### src/gbsd_pkg.sv
// ----------------------------------------------------------------------------
// gbsd_pkg
// shared constants and types of the bit-serial golomb decoder
// ----------------------------------------------------------------------------
package gbsd_pkg;

   localparam int DIVISOR_WIDTH_DEF    = 16;
   localparam int VALUE_WIDTH_DEF      = 32;
   localparam int QUOTIENT_WIDTH_DEF   = 20;
   localparam int QUOTIENT_LIMIT_RESET = 100000;
   localparam int DIVISOR_RESET        = 1;

   localparam int PADDR_WIDTH = 4;
   localparam int PDATA_WIDTH = 32;

   localparam logic [1:0] REG_DIVISOR        = 2'd0;
   localparam logic [1:0] REG_SIGN_MODE      = 2'd1;
   localparam logic [1:0] REG_QUOTIENT_LIMIT = 2'd2;

   typedef enum logic [3:0] {
      PH_START  = 4'b0001,
      PH_UNARY  = 4'b0010,
      PH_PREFIX = 4'b0100,
      PH_EXTRA  = 4'b1000
   } phase_type;

endpackage

### src/gbsd_req_if.sv
// ----------------------------------------------------------------------------
// gbsd_req_if
// code bit channel: one stream bit or a stream end marker per transaction
// ----------------------------------------------------------------------------
interface gbsd_req_if;

   logic valid;
   logic ready;
   logic code_bit;
   logic stream_end;

   modport source (output valid, output code_bit, output stream_end, input ready);
   modport sink   (input valid, input code_bit, input stream_end, output ready);

endinterface

### src/gbsd_rsp_if.sv
// ----------------------------------------------------------------------------
// gbsd_rsp_if
// decoded value channel: one signed value per transaction
// ----------------------------------------------------------------------------
interface gbsd_rsp_if #(
   parameter int VALUE_WIDTH = gbsd_pkg::VALUE_WIDTH_DEF
);

   logic                          valid;
   logic                          ready;
   logic signed [VALUE_WIDTH-1:0] decoded_value;
   logic                          quotient_error;

   modport source (output valid, output decoded_value, output quotient_error, input ready);
   modport sink   (input valid, input decoded_value, input quotient_error, output ready);

endinterface

### src/gbsd_csr.sv
// ----------------------------------------------------------------------------
// gbsd_csr
// apb register file: divisor, sign mode, quotient limit and derived code sizes
// ----------------------------------------------------------------------------
module gbsd_csr #(
   parameter int DIVISOR_WIDTH  = gbsd_pkg::DIVISOR_WIDTH_DEF,
   parameter int QUOTIENT_WIDTH = gbsd_pkg::QUOTIENT_WIDTH_DEF,
   parameter int CW_WIDTH       = $clog2(DIVISOR_WIDTH + 1)
) (
   input  logic                            clock,
   input  logic                            reset,
   input  logic                            psel,
   input  logic                            penable,
   input  logic                            pwrite,
   input  logic [gbsd_pkg::PADDR_WIDTH-1:0] paddr,
   input  logic [gbsd_pkg::PDATA_WIDTH-1:0] pwdata,
   output logic [gbsd_pkg::PDATA_WIDTH-1:0] prdata,
   output logic                            pready,
   output logic [DIVISOR_WIDTH-1:0]        divisor,
   output logic                            sign_mode,
   output logic [QUOTIENT_WIDTH-1:0]       quotient_limit,
   output logic [CW_WIDTH-1:0]             code_width,
   output logic [DIVISOR_WIDTH-1:0]        short_code_count,
   output logic                            restart
);
   import gbsd_pkg::*;

   logic [DIVISOR_WIDTH-1:0]  divisor_ff,    divisor_in;
   logic                      sign_mode_ff,  sign_mode_in;
   logic [QUOTIENT_WIDTH-1:0] qlimit_ff,     qlimit_in;
   logic [CW_WIDTH-1:0]       cw_ff,         cw_in;
   logic [DIVISOR_WIDTH-1:0]  scc_ff,        scc_in;
   logic                      wr_en;
   logic [1:0]                wr_idx;
   logic [DIVISOR_WIDTH-1:0]  wr_divisor;
   logic [DIVISOR_WIDTH:0]    pow_cw;

   function automatic logic [CW_WIDTH-1:0] ceil_log2(input logic [DIVISOR_WIDTH-1:0] d);
      logic [DIVISOR_WIDTH-1:0] t;
      logic [CW_WIDTH-1:0]      w;
      t = d - DIVISOR_WIDTH'(1);
      w = '0;
      for (int i = 0; i < DIVISOR_WIDTH; i++) begin
         if (t[i]) begin
            w = CW_WIDTH'(i + 1);
         end
      end
      return w;
   endfunction

   assign wr_en      = psel && penable && pwrite && pready;
   assign wr_idx     = paddr[PADDR_WIDTH-1:2];
   assign wr_divisor = (pwdata[DIVISOR_WIDTH-1:0] == '0) ? DIVISOR_WIDTH'(1)
                                                         : pwdata[DIVISOR_WIDTH-1:0];
   assign pow_cw     = (DIVISOR_WIDTH+1)'(1) << ceil_log2(wr_divisor);

   always_comb begin
      divisor_in   = divisor_ff;
      sign_mode_in = sign_mode_ff;
      qlimit_in    = qlimit_ff;
      cw_in        = cw_ff;
      scc_in       = scc_ff;
      restart      = 1'b0;
      if (wr_en) begin
         case (wr_idx)
            REG_DIVISOR: begin
               divisor_in = wr_divisor;
               cw_in      = ceil_log2(wr_divisor);
               scc_in     = DIVISOR_WIDTH'(pow_cw - {1'b0, wr_divisor});
               restart    = 1'b1;
            end
            REG_SIGN_MODE: begin
               sign_mode_in = pwdata[0];
               restart      = 1'b1;
            end
            REG_QUOTIENT_LIMIT: begin
               qlimit_in = pwdata[QUOTIENT_WIDTH-1:0];
            end
            default: begin
            end
         endcase
      end
   end

   always_ff @(posedge clock) begin
      if (reset) begin
         divisor_ff   <= DIVISOR_WIDTH'(DIVISOR_RESET);
         sign_mode_ff <= 1'b0;
         qlimit_ff    <= QUOTIENT_WIDTH'(QUOTIENT_LIMIT_RESET);
         cw_ff        <= '0;
         scc_ff       <= '0;
      end else begin
         divisor_ff   <= divisor_in;
         sign_mode_ff <= sign_mode_in;
         qlimit_ff    <= qlimit_in;
         cw_ff        <= cw_in;
         scc_ff       <= scc_in;
      end
   end

   always_comb begin
      case (wr_idx)
         REG_DIVISOR:        prdata = PDATA_WIDTH'(divisor_ff);
         REG_SIGN_MODE:      prdata = PDATA_WIDTH'(sign_mode_ff);
         REG_QUOTIENT_LIMIT: prdata = PDATA_WIDTH'(qlimit_ff);
         default:            prdata = '0;
      endcase
   end

   assign pready           = 1'b1;
   assign divisor          = divisor_ff;
   assign sign_mode        = sign_mode_ff;
   assign quotient_limit   = qlimit_ff;
   assign code_width       = cw_ff;
   assign short_code_count = scc_ff;

endmodule

### src/golomb_bit_serial_decoder.sv
// ----------------------------------------------------------------------------
// golomb_bit_serial_decoder
// golomb decoder with unary quotient and truncated binary remainder
// ----------------------------------------------------------------------------
// Takes one code bit per clock and sustains one bit per cycle unless rsp stalls
// with the input register full. A bit sits in an input register, then the
// codeword state update (one saturating add of the divisor or remainder, then
// sign or zigzag mapping) writes the result register, so a completed codeword
// reaches rsp from its last bit through the input register and the result
// register. The result register lets the next bit in while a value waits; req
// stalls only when rsp holds a value that is not taken and the input register
// is full. Registers sit on an APB port at 0x0 divisor, 0x4 sign mode, 0x8
// quotient limit; writing divisor or sign mode drops any partial codeword.
module golomb_bit_serial_decoder #(
   parameter int DIVISOR_WIDTH  = gbsd_pkg::DIVISOR_WIDTH_DEF,
   parameter int VALUE_WIDTH    = gbsd_pkg::VALUE_WIDTH_DEF,
   parameter int QUOTIENT_WIDTH = gbsd_pkg::QUOTIENT_WIDTH_DEF
) (
   input  logic                             clock,
   input  logic                             reset,
   gbsd_req_if.sink                         req,
   gbsd_rsp_if.source                       rsp,
   input  logic                             psel,
   input  logic                             penable,
   input  logic                             pwrite,
   input  logic [gbsd_pkg::PADDR_WIDTH-1:0] paddr,
   input  logic [gbsd_pkg::PDATA_WIDTH-1:0] pwdata,
   output logic [gbsd_pkg::PDATA_WIDTH-1:0] prdata,
   output logic                             pready
);
   import gbsd_pkg::*;

   localparam int CW_WIDTH = $clog2(DIVISOR_WIDTH + 1);
   localparam int REM_W    = DIVISOR_WIDTH + 1;
   localparam int SUM_W    = ((VALUE_WIDTH - 1 > REM_W) ? VALUE_WIDTH - 1 : REM_W) + 1;
   localparam logic [VALUE_WIDTH-2:0] MAG_MAX = '1;

   logic [DIVISOR_WIDTH-1:0]  divisor;
   logic                      sign_mode;
   logic [QUOTIENT_WIDTH-1:0] quotient_limit;
   logic [CW_WIDTH-1:0]       code_width;
   logic [DIVISOR_WIDTH-1:0]  scc;
   logic                      cfg_restart;

   logic in_valid_ff, in_valid_in;
   logic in_bit_ff, in_end_ff;
   logic advance, fire;

   phase_type                 phase_ff,  phase_in;
   logic                      neg_ff,    neg_in;
   logic [QUOTIENT_WIDTH-1:0] qcount_ff, qcount_in;
   logic [VALUE_WIDTH-2:0]    acc_ff,    acc_in;
   logic [DIVISOR_WIDTH-1:0]  rshift_ff, rshift_in;
   logic [CW_WIDTH-1:0]       bleft_ff,  bleft_in;

   logic                          out_valid_ff, out_valid_in;
   logic signed [VALUE_WIDTH-1:0] value_ff;
   logic                          error_ff;

   logic [DIVISOR_WIDTH-1:0] rs_next;
   logic [REM_W-1:0]         rs_full;
   logic [REM_W-1:0]         extra_rem;
   logic [CW_WIDTH-1:0]      bl_dec;
   logic [REM_W-1:0]         addend;
   logic [SUM_W-1:0]         sum;
   logic [VALUE_WIDTH-2:0]   mag;
   logic [VALUE_WIDTH-1:0]   mag_ext;
   logic [VALUE_WIDTH-1:0]   half_up;
   logic [VALUE_WIDTH-1:0]   mapped;
   logic                     emit, emit_err;

   gbsd_csr #(
      .DIVISOR_WIDTH  (DIVISOR_WIDTH),
      .QUOTIENT_WIDTH (QUOTIENT_WIDTH),
      .CW_WIDTH       (CW_WIDTH)
   ) u_csr (
      .clock            (clock),
      .reset            (reset),
      .psel             (psel),
      .penable          (penable),
      .pwrite           (pwrite),
      .paddr            (paddr),
      .pwdata           (pwdata),
      .prdata           (prdata),
      .pready           (pready),
      .divisor          (divisor),
      .sign_mode        (sign_mode),
      .quotient_limit   (quotient_limit),
      .code_width       (code_width),
      .short_code_count (scc),
      .restart          (cfg_restart)
   );

   // handshake
   assign advance     = !out_valid_ff || rsp.ready;
   assign fire        = in_valid_ff && advance;
   assign req.ready   = !in_valid_ff || advance;
   assign in_valid_in = req.ready ? req.valid : in_valid_ff;

   always_ff @(posedge clock) begin
      if (reset) begin
         in_valid_ff <= 1'b0;
      end else begin
         in_valid_ff <= in_valid_in;
      end
   end

   always_ff @(posedge clock) begin
      if (req.valid && req.ready) begin
         in_bit_ff <= req.code_bit;
         in_end_ff <= req.stream_end;
      end
   end

   // datapath
   assign rs_next   = DIVISOR_WIDTH'({rshift_ff, in_bit_ff});
   assign rs_full   = {rshift_ff, in_bit_ff};
   assign extra_rem = (rs_full >= {1'b0, scc}) ? rs_full - {1'b0, scc} : '0;
   assign bl_dec    = (bleft_ff == '0) ? '0 : bleft_ff - CW_WIDTH'(1);

   always_comb begin
      case (phase_ff)
         PH_PREFIX: addend = {1'b0, rs_next};
         PH_EXTRA:  addend = extra_rem;
         default:   addend = in_bit_ff ? '0 : {1'b0, divisor};
      endcase
   end

   assign sum     = SUM_W'(acc_ff) + SUM_W'(addend);
   assign mag     = (sum > SUM_W'(MAG_MAX)) ? MAG_MAX : sum[VALUE_WIDTH-2:0];
   assign mag_ext = {1'b0, mag};
   assign half_up = (mag_ext + VALUE_WIDTH'(1)) >> 1;

   always_comb begin
      if (sign_mode) begin
         mapped = neg_ff ? -mag_ext : mag_ext;
      end else if (mag[0]) begin
         mapped = -half_up;
      end else begin
         mapped = mag_ext >> 1;
      end
   end

   // codeword state
   always_comb begin
      phase_in  = phase_ff;
      neg_in    = neg_ff;
      qcount_in = qcount_ff;
      acc_in    = acc_ff;
      rshift_in = rshift_ff;
      bleft_in  = bleft_ff;
      emit      = 1'b0;
      emit_err  = 1'b0;
      if (fire && !in_end_ff) begin
         case (phase_ff)
            PH_START, PH_UNARY: begin
               if (phase_ff == PH_START && sign_mode) begin
                  neg_in   = in_bit_ff;
                  phase_in = PH_UNARY;
               end else if (!in_bit_ff) begin
                  if (qcount_ff >= quotient_limit) begin
                     emit     = 1'b1;
                     emit_err = 1'b1;
                  end else begin
                     qcount_in = qcount_ff + QUOTIENT_WIDTH'(1);
                     acc_in    = mag;
                     phase_in  = PH_UNARY;
                  end
               end else if (code_width == '0) begin
                  emit = 1'b1;
               end else begin
                  bleft_in  = (scc == '0) ? code_width : code_width - CW_WIDTH'(1);
                  rshift_in = '0;
                  phase_in  = PH_PREFIX;
               end
            end
            PH_PREFIX: begin
               rshift_in = rs_next;
               bleft_in  = bl_dec;
               if (bl_dec == '0) begin
                  if (scc == '0 || rs_next < scc) begin
                     emit = 1'b1;
                  end else begin
                     phase_in = PH_EXTRA;
                  end
               end
            end
            PH_EXTRA: begin
               emit = 1'b1;
            end
            default: begin
               phase_in = PH_START;
            end
         endcase
      end
      if (cfg_restart || (fire && in_end_ff) || emit) begin
         phase_in  = PH_START;
         neg_in    = 1'b0;
         qcount_in = '0;
         acc_in    = '0;
         rshift_in = '0;
         bleft_in  = '0;
      end
   end

   always_ff @(posedge clock) begin
      if (reset) begin
         phase_ff  <= PH_START;
         neg_ff    <= 1'b0;
         qcount_ff <= '0;
         acc_ff    <= '0;
         rshift_ff <= '0;
         bleft_ff  <= '0;
      end else begin
         phase_ff  <= phase_in;
         neg_ff    <= neg_in;
         qcount_ff <= qcount_in;
         acc_ff    <= acc_in;
         rshift_ff <= rshift_in;
         bleft_ff  <= bleft_in;
      end
   end

   // result register
   assign out_valid_in = (fire && emit) ? 1'b1 : (rsp.ready ? 1'b0 : out_valid_ff);

   always_ff @(posedge clock) begin
      if (reset) begin
         out_valid_ff <= 1'b0;
      end else begin
         out_valid_ff <= out_valid_in;
      end
   end

   always_ff @(posedge clock) begin
      if (fire && emit) begin
         value_ff <= emit_err ? '0 : mapped;
         error_ff <= emit_err;
      end
   end

   assign rsp.valid          = out_valid_ff;
   assign rsp.decoded_value  = value_ff;
   assign rsp.quotient_error = error_ff;

endmodule

### src/flat_wrapper.sv
// flat-port wrapper written by rule: the top's interface ports become plain ports
module golomb_bit_serial_decoder_flat import gbsd_pkg::*;
#(
   parameter int DIVISOR_WIDTH  = gbsd_pkg::DIVISOR_WIDTH_DEF,
   parameter int VALUE_WIDTH    = gbsd_pkg::VALUE_WIDTH_DEF,
   parameter int QUOTIENT_WIDTH = gbsd_pkg::QUOTIENT_WIDTH_DEF
)
  (clock, reset, psel, penable, pwrite, paddr, pwdata, prdata, pready, req_valid, req_code_bit, req_stream_end, req_ready, rsp_valid, rsp_decoded_value, rsp_quotient_error, rsp_ready);
  gbsd_req_if req_i ();
  gbsd_rsp_if #(.VALUE_WIDTH(VALUE_WIDTH)) rsp_i ();
  input  logic clock;
  input  logic reset;
  input  logic psel;
  input  logic penable;
  input  logic pwrite;
  input  logic [gbsd_pkg::PADDR_WIDTH-1:0] paddr;
  input  logic [gbsd_pkg::PDATA_WIDTH-1:0] pwdata;
  output logic [gbsd_pkg::PDATA_WIDTH-1:0] prdata;
  output logic pready;
  input wire logic [$bits(req_i.valid)-1:0] req_valid;
  input wire logic [$bits(req_i.code_bit)-1:0] req_code_bit;
  input wire logic [$bits(req_i.stream_end)-1:0] req_stream_end;
  output wire logic [$bits(req_i.ready)-1:0] req_ready;
  output wire logic [$bits(rsp_i.valid)-1:0] rsp_valid;
  output wire logic [$bits(rsp_i.decoded_value)-1:0] rsp_decoded_value;
  output wire logic [$bits(rsp_i.quotient_error)-1:0] rsp_quotient_error;
  input wire logic [$bits(rsp_i.ready)-1:0] rsp_ready;
  assign req_i.valid = req_valid;
  assign req_i.code_bit = req_code_bit;
  assign req_i.stream_end = req_stream_end;
  assign req_ready = req_i.ready;
  assign rsp_valid = rsp_i.valid;
  assign rsp_decoded_value = rsp_i.decoded_value;
  assign rsp_quotient_error = rsp_i.quotient_error;
  assign rsp_i.ready = rsp_ready;
  golomb_bit_serial_decoder #(.DIVISOR_WIDTH(DIVISOR_WIDTH), .VALUE_WIDTH(VALUE_WIDTH), .QUOTIENT_WIDTH(QUOTIENT_WIDTH)) u_core (.clock(clock), .reset(reset), .req(req_i), .rsp(rsp_i), .psel(psel), .penable(penable), .pwrite(pwrite), .paddr(paddr), .pwdata(pwdata), .prdata(prdata), .pready(pready));
endmodule
### config.mk
export PLATFORM = sky130hd
export DESIGN_NAME = golomb_bit_serial_decoder_flat
export DESIGN_NICKNAME = d
export VERILOG_FILES = /design/src/gbsd_pkg.sv /design/src/gbsd_req_if.sv /design/src/gbsd_rsp_if.sv /design/src/gbsd_csr.sv /design/src/golomb_bit_serial_decoder.sv /design/src/flat_wrapper.sv
export SDC_FILE = /design/constraint.sdc
export NUM_CORES = 1
export LEC_CHECK = 0
export ABC_AREA = 1
export ABC_CLOCK_PERIOD_IN_PS = 15200
export BUFFER_PORTS_ARGS = -buffer_cell sky130_fd_sc_hd__buf_2
export CAP_MARGIN = 20
export CORE_AREA = 4 4 166 168
export DETAILED_ROUTE_END_ITERATION = 6
export DIE_AREA = 0 0 170 172
export PLACE_DENSITY = 0.86
export SLEW_MARGIN = 40
export SYNTH_ARGS = -nofsm -noshare
export SYNTH_HDL_FRONTEND = slang
export SYNTH_SLANG_ARGS = --single-unit
### constraint.sdc
create_clock -name clock -period 15.2 [get_ports clock]
set_input_delay 0.76 -clock clock [delete_from_list [all_inputs] [get_ports clock]]
set_output_delay 0.76 -clock clock [all_outputs]
set_load 0.05 [all_outputs]
[Word level (Yosys, flattened, before mapping)]
Index checks and enable logic that the tools add are counted.
Widths: inputs -> output; s select.
Word-level totals
  register bits after elaboration: 172
  input port bits: 45
  output and inout bits: 68
  word-level logic and storage cells: 141
Operators by class
  add/subtract/negate cells: 10
  magnitude comparators: 4
  equality and inequality tests: 13
  shift operators: 1
  mux-type cells: 58
  bitwise logic cells: 4
  reductions and logical operators: 34
Operators with widths (number)
  $mux 32: 3
  $mux 5: 19
  $mux 16: 5
  $neg 31->32: 2
  $pmux 20 s3: 1
  $pmux 17 s2: 1
  $add 31x1->32 const B: 1
  $add 31x17->32: 1
  $gt 32x31->1 const B: 1
  $logic_not 16->1: 2
  $pmux 16 s2: 1
  $mux 31: 1
  $mux 4: 6
  $add 20x1->20 const B: 1
  $ge 20x20->1: 1
  $ge 17x16->1: 1
  $mux 17: 1
  $sub 17x16->17: 1
  $lt 16x16->1: 1
  $mux 1: 16
  $shl 1x5->16 const A: 1
  $sub 16x1->16 const B: 1
  $sub 16x16->16: 1
  $logic_not 5->1: 3
  other kinds (26): 52

[Depth between registers and ports, before layout]
Gate-level depths: netlist (run 1).
  word-level depth: 21
  depth in mapped cells: 51
  depth with buffers taken out: 48

[Hierarchy]
A second synthesis (run 1) with hierarchy kept.
Second synthesis, totals
  cells, all modules: 2517
  area total of the unflattened synthesis: 15616.2 µm²
By module, submodules not included
  golomb_bit_serial_decoder: times used 1, cells each 1989, area each 11876.4 µm², sequential area each 2632.5 µm²
  gbsd_csr: times used 1, cells each 528, area each 3739.8 µm², sequential area each 1161.1 µm²

[Worst setup path before layout (run 1)]
OpenSTA, ideal clock, no wires.
  path type: register to register
  start point: reg u_core.in_bit_ff
  end point: reg u_core.value_ff[28] (netlist: u_core.rsp.decoded_value[28]) (data pin)
  library setup time: 0.270 ns
  arrival: 6.105 ns
  required time: 14.930 ns
  setup slack: 8.826 ns
  cell stages (with the launch flop): 50
  buffers on the path: 5
  clock period less this slack: 6.374 ns
  cell sequence: edfxtp_1 -> clkinv_1 -> clkbuf_1 -> ha_1 -> inv_1 -> a31oi_1 -> o21ai_0 -> a21oi_1 -> o21bai_1 -> a21oi_1 -> o21bai_1 -> nand2_1 -> nand2_1 -> nand2_1 -> a21oi_1 -> nor2_1 -> nor2_1 -> clkbuf_1 -> [... 14 more ...] -> nand2_2 -> buf_2 -> ha_1 -> nand3_1 -> nand2_1 -> inv_1 -> ha_1 -> nand2_1 -> nor2_2 -> nand3_2 -> nor2_4 -> nand4_2 -> nor2_4 -> nand3_1 -> nand2_1 -> nand2_1 -> nand2_1 -> a21oi_2
Between the ends
  longest elaborated chain between the ends: 10
  elaborated cells on any way between the ends: 18
  those cells by class: 5 x add/sub; 2 x order compare; 11 x mux
Ends and longest elaborated chain
  start, declared: line golomb_bit_serial_decoder.sv:46  | logic in_bit_ff, in_end_ff;
  start signal, assigned: line golomb_bit_serial_decoder.sv:110  | in_bit_ff <= req.code_bit;
  $sub 17x16->17 or $ge 17x16->1 (tied branches): line golomb_bit_serial_decoder.sv:118  | assign extra_rem = (rs_full >= {1'b0, scc}) ? rs_full - {1'b0, scc} : '0;
  $mux 17: line golomb_bit_serial_decoder.sv:118
  $pmux 17 s2 (*): line golomb_bit_serial_decoder.sv:122  | case (phase_ff)
  $add 31x17->32 (*): line golomb_bit_serial_decoder.sv:129  | assign sum = SUM_W'(acc_ff) + SUM_W'(addend);
  $gt 32x31->1: line golomb_bit_serial_decoder.sv:130  | assign mag = (sum > SUM_W'(MAG_MAX)) ? MAG_MAX : sum[VALUE_WIDTH-2:0];
  $mux 31 (*): line golomb_bit_serial_decoder.sv:130
  via u_core.mag[0]: line golomb_bit_serial_decoder.sv:66  | logic [VALUE_WIDTH-2:0] mag;
  $add 31x1->32: line golomb_bit_serial_decoder.sv:132  | assign half_up = (mag_ext + VALUE_WIDTH'(1)) >> 1;
  $neg 31->32: line golomb_bit_serial_decoder.sv:138  | mapped = -half_up;
  $mux 32: line golomb_bit_serial_decoder.sv:137  | end else if (mag[0]) begin
  $mux 32 (*): line golomb_bit_serial_decoder.sv:135  | if (sign_mode) begin
  end signal, assigned: line golomb_bit_serial_decoder.sv:237  | value_ff <= emit_err ? '0 : mapped;
  end, declared: line golomb_bit_serial_decoder.sv:57  | logic signed [VALUE_WIDTH-1:0] value_ff;
The timed path passes the listed nets; every way through them passes the cells marked *.
A chain may end at the register's enable or synchronous reset.

[Worst setup path after layout (run 1)]
  start point: reg u_core.in_bit_ff
  end point: reg u_core.value_ff[30] (netlist: u_core.rsp.decoded_value[30]) (data pin)
Between the ends
  longest elaborated chain between the ends: 10
  elaborated cells on any way between the ends: 18
  those cells by class: 5 x add/sub; 2 x order compare; 11 x mux
Ends and longest elaborated chain (line)
  $sub 17x16->17 or $ge 17x16->1 (tied branches): golomb_bit_serial_decoder.sv:118
  $mux 17: golomb_bit_serial_decoder.sv:118
  $pmux 17 s2: golomb_bit_serial_decoder.sv:122
  $add 31x17->32: golomb_bit_serial_decoder.sv:129
  $gt 32x31->1: golomb_bit_serial_decoder.sv:130
  $mux 31: golomb_bit_serial_decoder.sv:130
  $add 31x1->32: golomb_bit_serial_decoder.sv:132
  $neg 31->32: golomb_bit_serial_decoder.sv:138
  $mux 32: golomb_bit_serial_decoder.sv:137
  $mux 32: golomb_bit_serial_decoder.sv:135
Several ways; a longest one is shown, not always the timed one.

==> impl_metrics.csv, run 1 <==
group,metric,value,unit
run_status,status,"finished, final reports clean",
worst_setup_path,cp_slowest_cell,"nor2_1",
yosys,ys_warn_count,0,
floorplanning,coreArea,25910,sq um
worst_setup_path,end_kind,"register",
worst_setup_path,worst-r2r-cell-count,43,
worst_setup_path,worstPathArrival,8.96,ns
drt,via_per_inst,5.839,
drt,routed_wl,45980,microns
finish,antenna_cells,0,
drt,wire_per_inst,16.08,microns
finish,drive_gt1_frac,0.1070,
timing,timing.final.ws_setup,6.537,ns
grt,grt_max_degree,61,
place,dp.cells,2827,
grt,antenna_found_initial,0,
yosys,synth_edf_count,35,
timing,slew_headroom,0.4592,
timing,fin_crit,8.663,ns
hold_path,worstHoldPathCells,2,
floorplanning,die_h,172,microns
hold_path,min_path_type,"reg2reg",
floorplanning,rows,59,
drt,ant_nets,0,
worst_setup_path,slowest_delay,0.61,ns
timing,rsz0062_at_grt,"false",
worst_setup_path,r2r_slack,6.54,ns
cts,cts.sinks,172,
timing,fin_skew,0.01715,ns
drt,dr.pass1.iters,7,
cts,ctsLongestPathBuffers,2,
cts,htreeDepth,4,
timing,tns,0,ns
yosys,ys_seq_elements,172,
yosys,synth-async-reset-ratio,0,
cts,cts_setup_buffers,0,
drt,dr.first_iter.drc_count,1991,
timing,drv_slew,0,
grt,grt_pass1_wl,73660,microns
flow_run,maxCapViolations,0,
finish,syn_to_final_growth,7.669,%
finish,fillers,2362,
worst_setup_path,timing.rr.end,"u_core.rsp.decoded_value[30]",
drt,num_vias,16694,
worst_setup_path,timing.critical_path.fanout_max,44,
worst_setup_path,regToRegStartpoint,"u_core.in_bit_ff",
power_and_ir_drop,peakVddDrop,0.00006810,V
timing,whs,0.4679,ns
yosys,ys.flop_type,"dfxtp_1",
hold_path,whs_endpoint,"u_core.acc_ff[4]",
place,dp_hpwl,35300,microns
floorplanning,initial_core_util,0.5944,
yosys,ys_seq_area_frac,0.2463,
yosys,syn_inst,2471,
finish,final_common_cell,"nand2_1",
hold_path,hold_start,"u_core.acc_ff[4]",
floorplanning,dieArea,29240,sq um
floorplanning,dieWidth,170,microns
grt,grt_overflow,0,
yosys,synth_cell_types,61,
cts,path_clk_slew,0.08,ns
place,port_buffers,85,
cts,ctsHoldBuffers,0,
worst_setup_path,crit_path_frequent_cell,"nand2_1",
timing,finalSetupViolations,0,
finish,layout_common_cells,"635 x nand2_1, 332 x inv_1, 230 x nor2_1, 222 x a21oi_1, 140 x o21ai_0",
floorplanning,ios,113,
cts,cts_root_buffer,"clkbuf_16",
grt,grt_usage,0.3084,
cts,ctsResizeCount,0,
timing,fin_crit_sh,0.5699,
power_and_ir_drop,pwr_density_cell,68.84,nW/um^2
cts,insertion_delay,0.45,ns
yosys,syn_area_per_cell,6.233,sq um
timing,hold_viol_final,0,
worst_setup_path,start_kind,"register",
grt,grt_pass1_vias,15176,
finish,final_util,0.6400,
cts,cts_buffers,17,
timing,fmax,115.4,MHz
power_and_ir_drop,p_leak,7.942,nW
timing,tightest_slew,0.8082,ns
worst_setup_path,crit_required,15.50,ns
place,dp_slack,6.864,ns
finish,fin_cells,2859,
yosys,syn_area,15400,sq um
place,gp_congestion,1.013,
drt,drc,0,
cts,cts_tree,"yes",
worst_setup_path,crit_type,"reg2reg",
finish,final_nets,2637,
power breakdown:
group          switching [W]  leakage, nW  internal [W]
Sequential        0.00000456         1.43      0.000474
Clock               0.000228        0.297      0.000232
Combinational       0.000143         6.22     0.0000601
Total               0.000375         7.94      0.000767
sequential cells by signal, indices dropped and copies added (netlist names), 4 cells and up:
signal / count
u_core.qcount_ff: 20
u_core.u_csr.short_code_count: 16
u_core.phase_ff: 4
u_core.rshift_ff: 16
u_core.rsp.decoded_value: 32
u_core.u_csr.code_width: 5
u_core.acc_ff: 31
u_core.bleft_ff: 5
u_core.u_csr.quotient_limit: 20
u_core.u_csr.divisor: 16
how the worst max path moves through the flow:
stage / startpoint / end / slack [ns] / cells past startpoint
2_1_floorplan: u_core.in_bit_ff / u_core.rsp.decoded_value[28] / 8.83 / 49
3_3_place_gp: u_core.in_bit_ff / u_core.rsp.decoded_value[30] / 7.08 / 43
3_5_place_dp: u_core.in_bit_ff / u_core.rsp.decoded_value[30] / 6.86 / 43
4_1_cts: u_core.in_bit_ff / u_core.rsp.decoded_value[30] / 6.83 / 43
5_1_grt: u_core.in_bit_ff / u_core.rsp.decoded_value[30] / 5.78 / 43
6_report: u_core.in_bit_ff / u_core.rsp.decoded_value[30] / 6.54 / 43
kinds of logic (layout without fill, tap and decap cells):
group                    count (synthesis)  in the layout  share of synthesized area
flip-flops                             172            172                     0.2463
buffers and inverters                  445            487                     0.1148
XOR/XNOR                                75             75                    0.04265
AND/OR/NAND/NOR                       1229           1229                     0.3605
other                                    2             13                  0.0004876
AO/OA/AOI/OAI                          467            467                     0.1680
adder cells (fa/ha/maj)                 81             81                    0.06726
worst max-delay path, delay by kind of cell, from the launching register on:
family                   cells  cell delay, ns
AO/OA/AOI/OAI               11            1.95
flip-flops                   1            0.46
buffers and inverters        6            1.35
adder cells (fa/ha/maj)      3            0.98
AND/OR/NAND/NOR             23            3.68
cell usage after synthesis (3+ instances only):
library cell  count  share of area
nand2_1         635           0.15
inv_1           334          0.081
nor2_1          234          0.057
a21oi_1         222          0.072
o21ai_0         140          0.045
nand3_1         138          0.045
dfxtp_1         137           0.18
ha_1             78          0.063
clkbuf_1         61          0.015
xor2_1           51          0.029
nand4_1          47          0.019
nor3_1           40          0.013
edfxtp_1         35          0.068
nand2_2          34          0.014
xnor2_1          24          0.014
a211oi_1         20         0.0097
nor2_2           19         0.0077
inv_2            18         0.0044
a31oi_1          17         0.0069
o211ai_1         16         0.0078
buf_4            14         0.0068
nand3_2          12         0.0078
nor2_4           12         0.0088
nor4_1           12         0.0049
o21ai_1          12         0.0039
clkinv_1         10         0.0024
nand3b_1         10         0.0049
o21bai_1         10         0.0049
or2_2             9         0.0037
a21o_1            6         0.0029
o21ai_2           6         0.0034
and2_1            5         0.0020
nor3_2            5         0.0032
nand2_4           4         0.0029
a21oi_2           3         0.0017
fa_1              3         0.0039
nand3_4           3         0.0034
nand4_2           3         0.0024
o21a_1            3         0.0015
o22ai_1           3         0.0012
final cells by class:
class	instances	area [sq um]	share of cell area
Clock buffer	18	450.4	0.02716
Inverter	362	1361	0.08209
Clock inverter	14	166.4	0.01003
Multi-Input combinational cell	1865	9907	0.5974
Sequential cell	172	3794	0.2288
Timing Repair Buffer	93	485.5	0.02927
Tap cell	335	419.2	0.02528
metrics by stage:
step                 power, W  instance area [sq um]
floorplan           0.0006405                  15440
global placement    0.0006797                  15960
detailed placement  0.0006860                  15960
CTS                  0.001136                  16580
global route         0.001181                  16580
finish               0.001142                  16580
per-layer routing:
layer / global-route usage / vias up / wire, microns
met5: 0 / - / 0
met4: 0.1434 / 0 / 2239
met3: 0.03818 / 172 / 3426
met2: 0.5249 / 861 / 21450
met1: 0.3918 / 7548 / 18870
li1: - / 8113 / -
Power figures use the tool's default switching activity.
==> inputs of run 2 (changes only) <==
--- a/config.mk
+++ b/config.mk
@@ -6,13 +6,13 @@
 export NUM_CORES = 1
 export LEC_CHECK = 0
 export ABC_AREA = 1
-export ABC_CLOCK_PERIOD_IN_PS = 15200
+export ABC_CLOCK_PERIOD_IN_PS = 7500
 export BUFFER_PORTS_ARGS = -buffer_cell sky130_fd_sc_hd__buf_2
 export CAP_MARGIN = 20
-export CORE_AREA = 4 4 166 168
+export CORE_AREA = 4 4 171 173
 export DETAILED_ROUTE_END_ITERATION = 6
-export DIE_AREA = 0 0 170 172
-export PLACE_DENSITY = 0.86
+export DIE_AREA = 0 0 175 177
+export PLACE_DENSITY = 0.85
 export SLEW_MARGIN = 40
 export SYNTH_ARGS = -nofsm -noshare
 export SYNTH_HDL_FRONTEND = slang
==> constraint.sdc (replaced) <==
create_clock -name clock -period 7.5 [get_ports clock]
set_input_delay 0.375 -clock clock [delete_from_list [all_inputs] [get_ports clock]]
set_output_delay 0.375 -clock clock [all_outputs]
set_load 0.05 [all_outputs]
==> run 2 against run 1 <==
Against the previous run: the run now ends with design-rule violations left; worst hold slack worse by 0.38 ns; largest cell class unchanged; critical path type unchanged; power grew 110%; flip-flop and latch count did not move; clock power rose by 110%; critical path depth down 1; utilization fell by 3.4 points; largest power group is now clock; combinational power rose by 100%.
==> impl_metrics.csv, run 2 (synthesis gave the netlist of run 1 again) <==
group,metric,value,unit
run_status,status,"complete, but fails checks",
run_status,violations,"design-rule violations",
timing,finalSetupViolations,0,
floorplanning,coreArea,27630,sq um
place,gp_congestion,0.9859,
grt,grt_pass1_vias,14786,
worst_setup_path,path_delay_family,"simple AND/OR/NAND/NOR gates",
place,dp_slack,0.4487,ns
floorplanning,die_h,177,microns
grt,grt_max_degree,62,
worst_setup_path,start_kind,"register",
floorplanning,initial_core_util,0.5575,
timing,tns,0,ns
grt,grt_overflow,0,
timing,fin_crit,6.930,ns
place,port_buffers,85,
cts,cts_root_buffer,"clkbuf_16",
finish,final_common_cell,"nand2_1",
finish,layout_common_cells,"635 x nand2_1, 333 x inv_1, 229 x nor2_1, 222 x a21oi_1, 139 x o21ai_0",
timing,tightest_slew,0.7043,ns
power_and_ir_drop,pwr_density_cell,141.2,nW/um^2
floorplanning,dieArea,30980,sq um
timing,drv_slew,0,
finish,final_nets,2642,
cts,htreeDepth,4,
worst_setup_path,crit_path_frequent_cell,"nand2_1",
timing,timing.final.ws_setup,0.5697,ns
drt,dr.first_iter.drc_count,1730,
timing,slew_headroom,0.5276,
hold_path,min_path_type,"in2reg",
flow_run,maxCapViolations,0,
cts,path_clk_slew,0.09,ns
worst_setup_path,crit_type,"reg2reg",
timing,rsz0062_at_grt,"false",
finish,largest_reg_flops,32,
grt,grt_usage,0.2869,
cts,cts.sinks,172,
power_and_ir_drop,power,0.002365,W
finish,syn_to_final_growth,8.709,%
power_and_ir_drop,p_leak,7.997,nW
timing,hold_viol_final,0,
drt,routed_wl,45650,microns
floorplanning,dieWidth,175,microns
drt,num_vias,16380,
drt,via_per_inst,5.635,
drt,wire_per_inst,15.70,microns
drt,ant_nets,0,
power_and_ir_drop,peakVddDrop,0.0001656,V
worst_setup_path,slowest_delay,0.56,ns
worst_setup_path,end_kind,"register",
place,dp_hpwl,35340,microns
cts,insertion_delay,0.46,ns
grt,grt_pass1_wl,72880,microns
grt,antenna_found_initial,0,
drt,drc,1,
floorplanning,rows,61,
cts,ctsHoldBuffers,0,
worst_setup_path,crit_buf_inv,6,
timing,fin_crit_sh,0.9240,
finish,antenna_cells,0,
timing,fin_skew,0.01963,ns
worst_setup_path,timing.critical_path.fanout_max,12,
worst_setup_path,cp_slowest_cell,"edfxtp_1",
cts,cts_tree,"yes",
cts,cts_buffers,17,
drt,dr.pass1.iters,7,
cts,ctsLongestPathBuffers,2,
worst_setup_path,crit_required,7.68,ns
finish,drive_gt1_frac,0.1107,
floorplanning,ios,113,
timing,fmax,144.3,MHz
worst_setup_path,worstPathArrival,7.11,ns
-- run 2: changes by cell type in the layout (fill, tap and decap cells not counted), sizes merged --
cell      previous run  this run
buf                 93        98
clkbuf              18        17
clkinv              16        14
clkinvlp             1         0
inv                359       363
-- run 2: layout make-up --
cell class                      count  area [sq um]
Clock buffer                       17         425.4
Sequential cell                   172          3794
Multi-Input combinational cell   1865          9938
Fill cell                        2588         10890
Inverter                          362          1360
Clock inverter                     15         230.2
Tap cell                          378         473.0
Timing Repair Buffer               98         523.0
-- run 2: final timing paths --
path / startpoint / slack (ns) / cells past startpoint / to
setup / recovery: u_core.in_bit_ff / 0.57 / 42 / u_core.rsp.decoded_value[25]
hold / removal: req_code_bit / 0.09 / 1 / u_core.in_bit_ff
setup reg to reg: u_core.in_bit_ff / 0.57 / 42 / u_core.rsp.decoded_value[25]
hold reg to reg: u_core.acc_ff[5] / 0.47 / 2 / u_core.acc_ff[5]
-- run 2: metal layers --
layer / track usage / wire length (microns)
met5: 0 / 0
met4: 0.1250 / 1971
met3: 0.03482 / 3209
met2: 0.4767 / 21070
met1: 0.3779 / 19400
-- run 2: where the power goes --
| part | switching [W] | internal (W) |
|---|---|---|
| combinational | 0.000288 | 0.000124 |
| sequential | 0.00000887 | 0.000961 |
| clock | 0.000506 | 0.000476 |
| total | 0.000803 | 0.00156 |
-- run 2: through the flow --
stage                       util  hold slack, ns  cells  cell area (sq um)
after floorplan                -          0.4453   2482              15440
after global placement    0.5808          0.4525   2875              16050
after detailed placement  0.5811          0.4585   2875              16050
after CTS                 0.6048         0.08840   2907              16710
after global routing      0.6060         0.09299   2907              16740
final                     0.6060         0.09253   2907              16740
-- run 2: worst reg2reg max path, delay by kind of cell (launching register included) --
family	cells	cell delay [ns]
AO/OA/AOI/OAI	10	1.63
adder cells (fa/ha/maj)	3	0.91
buffers and inverters	6	0.79
AND/OR/NAND/NOR	23	2.78
flip-flops	1	0.56
-- run 2: repair_timing --
item                                    CTS  global route
endpoints found under the setup margin    0            22
resized for setup                         0             8
buffers inserted                          0             0
==> inputs of run 3 (changes only) <==
--- a/config.mk
+++ b/config.mk
@@ -12,7 +12,7 @@
 export CORE_AREA = 4 4 171 173
 export DETAILED_ROUTE_END_ITERATION = 6
 export DIE_AREA = 0 0 175 177
-export PLACE_DENSITY = 0.85
+export PLACE_DENSITY = 0.89
 export SLEW_MARGIN = 40
 export SYNTH_ARGS = -nofsm -noshare
 export SYNTH_HDL_FRONTEND = slang
==> run 3 against run 2 <==
Against the previous run: the run still ends with design-rule violations left; sequential share of layout area hardly changed; flip-flop and latch count unchanged; largest power group unchanged; critical endpoint unchanged; combinational power hardly changed; largest cell class unchanged; fmax increased by 0.21%; count of clock-buffer cells in the layout unchanged.
==> impl_metrics.csv, run 3 (synthesis gave the netlist of run 1 again) <==
group,metric,value,unit
drt,via_per_inst,5.726,
timing,fmax,144.6,MHz
place,gp_congestion,0.9561,
hold_path,worstHoldPathCells,1,
floorplanning,coreArea,27630,sq um
worst_setup_path,slowest_delay,0.40,ns
floorplanning,ios,113,
worst_setup_path,worst-r2r-cell-count,42,
floorplanning,rows,61,
drt,wire_per_inst,15.73,microns
drt,num_vias,16658,
timing,drv_slew,0,
timing,tns,0,ns
power_and_ir_drop,peakVddDrop,0.0001525,V
worst_setup_path,crit_required,7.68,ns
timing,slew_headroom,0.5302,
power_and_ir_drop,p_leak,7.998,nW
cts,cts_tree,"yes",
timing,fin_crit_sh,0.9221,
timing,finalSetupViolations,0,
grt,use_met3,0.03397,
floorplanning,dieArea,30980,sq um
worst_setup_path,cp_slowest_cell,"ha_1",
power_and_ir_drop,power,0.002372,W
drt,dr.pass1.iters,7,
finish,final_common_cell,"nand2_1",
worst_setup_path,crit_type,"reg2reg",
cts,cts_root_buffer,"clkbuf_16",
worst_setup_path,crit_path_frequent_cell,"nand2_1",
grt,grt_max_degree,62,
finish,fin_cells,2909,
grt,use_met1,0.3770,
finish,antenna_cells,0,
hold_path,hold_start,"req_stream_end",
grt,grt_pass1_wl,73430,microns
worst_setup_path,end_kind,"register",
hold_path,min_path_type,"in2reg",
worst_setup_path,regToRegStartpoint,"u_core.u_csr.short_code_count[2]",
drt,ant_nets,0,
place,dp_hpwl,35330,microns
finish,drive_gt1_frac,0.1098,
cts,cts_buffers,17,
floorplanning,dieWidth,175,microns
cts,htreeDepth,4,
power_and_ir_drop,pwr_density_cell,141.7,nW/um^2
finish,layout_common_cells,"635 x nand2_1, 333 x inv_1, 230 x nor2_1, 222 x a21oi_1, 139 x o21ai_0",
finish,final_nets,2644,
grt,use_met2,0.4896,
place,port_buffers,85,
floorplanning,die_h,177,microns
flow_run,maxCapViolations,0,
run_status,violations,"design-rule violations",
worst_setup_path,timing.critical_path.fanout_max,25,
timing,whs,0.1045,ns
place,dp_slack,0.5734,ns
grt,grt_usage,0.2882,
worst_setup_path,r2r_slack,0.58,ns
worst_setup_path,start_kind,"register",
grt,antenna_found_initial,0,
grt,grt_overflow,0,
worst_setup_path,worstPathArrival,7.10,ns
cts,cts.sinks,172,
cts,ctsLongestPathBuffers,2,
hold_path,whs_endpoint,"u_core.in_end_ff",
timing,hold_viol_final,0,
drt,dr.first_iter.drc_count,1722,
grt,busiest_layer,"met2",
cts,ctsHoldBuffers,0,
timing,fin_crit,6.915,ns
finish,syn_to_final_growth,8.684,%
grt,grt_pass1_vias,15132,
floorplanning,initial_core_util,0.5575,
drt,routed_wl,45760,microns
run_status,status,"complete, but fails checks",
timing,fin_skew,0.02239,ns
drt,drc,5,
place,dp.cells,2876,
finish,largest_reg_flops,32,
cts,path_clk_slew,0.09,ns
timing,tightest_slew,0.7004,ns
worst_setup_path,timing.rr.end,"u_core.rsp.decoded_value[25]",
timing,timing.final.ws_setup,0.5845,ns
cts,insertion_delay,0.46,ns
[run 3: layout make-up]
| cell class | instances | area [sq um] |
|---|---|---|
| Sequential cell | 172 | 3794 |
| Fill cell | 2616 | 10890 |
| Multi-Input combinational cell | 1865 | 9913 |
| Tap cell | 378 | 473.0 |
| Clock inverter | 15 | 236.5 |
| Inverter | 362 | 1360 |
| Timing Repair Buffer | 100 | 538.0 |
| Clock buffer | 17 | 425.4 |
[run 3: worst max-delay path by stage]
stage / from / endpoint / slack (ns)
final: u_core.u_csr.short_code_count[2] / u_core.rsp.decoded_value[25] / 0.58
after detailed placement: u_core.in_bit_ff / u_core.rsp.decoded_value[25] / 0.57
after global routing: u_core.u_csr.short_code_count[4] / u_core.rsp.decoded_value[29] / -0.00001
after CTS: u_core.in_bit_ff / u_core.rsp.decoded_value[25] / 0.46
after global placement: u_core.in_bit_ff / u_core.rsp.decoded_value[25] / 0.74
after floorplan: u_core.in_bit_ff / u_core.rsp.decoded_value[28] / 1.13
[run 3: routing by layer]
layer	share of wire	wire length, microns
met1	0.42	19230
met2	0.47	21470
met4	0.035	1623
met3	0.075	3433
met5	0	0
[run 3: what timing repair did]
action,CTS,global route
endpoints found under the hold margin,0,0
setup buffers,0,1
endpoints found under the setup margin,0,20
resized for setup,0,3
[run 3: worst max-delay path: cells and delay by family, from the launching register on]
family          cells  cell delay [ns]
simple gates       26             3.28
fa+ha+maj           3             1.04
compound gates     10             1.47
flops               1             0.38
buf+inv             3             0.45
[run 3: through the flow]
step	area, sq um	util
6_report	16740	0.6059
5_1_grt	16740	0.6059
4_1_cts	16720	0.6053
3_5_place_dp	16060	0.5813
3_3_place_gp	16060	0.5811
2_1_floorplan	15440	-
[run 3: report_power, final]
| group | internal, W | switching, W | total [W] | leakage (nW) |
|---|---|---|---|---|
| Clock | 0.000478 | 0.000515 | 0.000993 | 0.318 |
| Sequential | 0.000961 | 0.00000835 | 0.000970 | 1.43 |
| Combinational | 0.000124 | 0.000286 | 0.000409 | 6.25 |
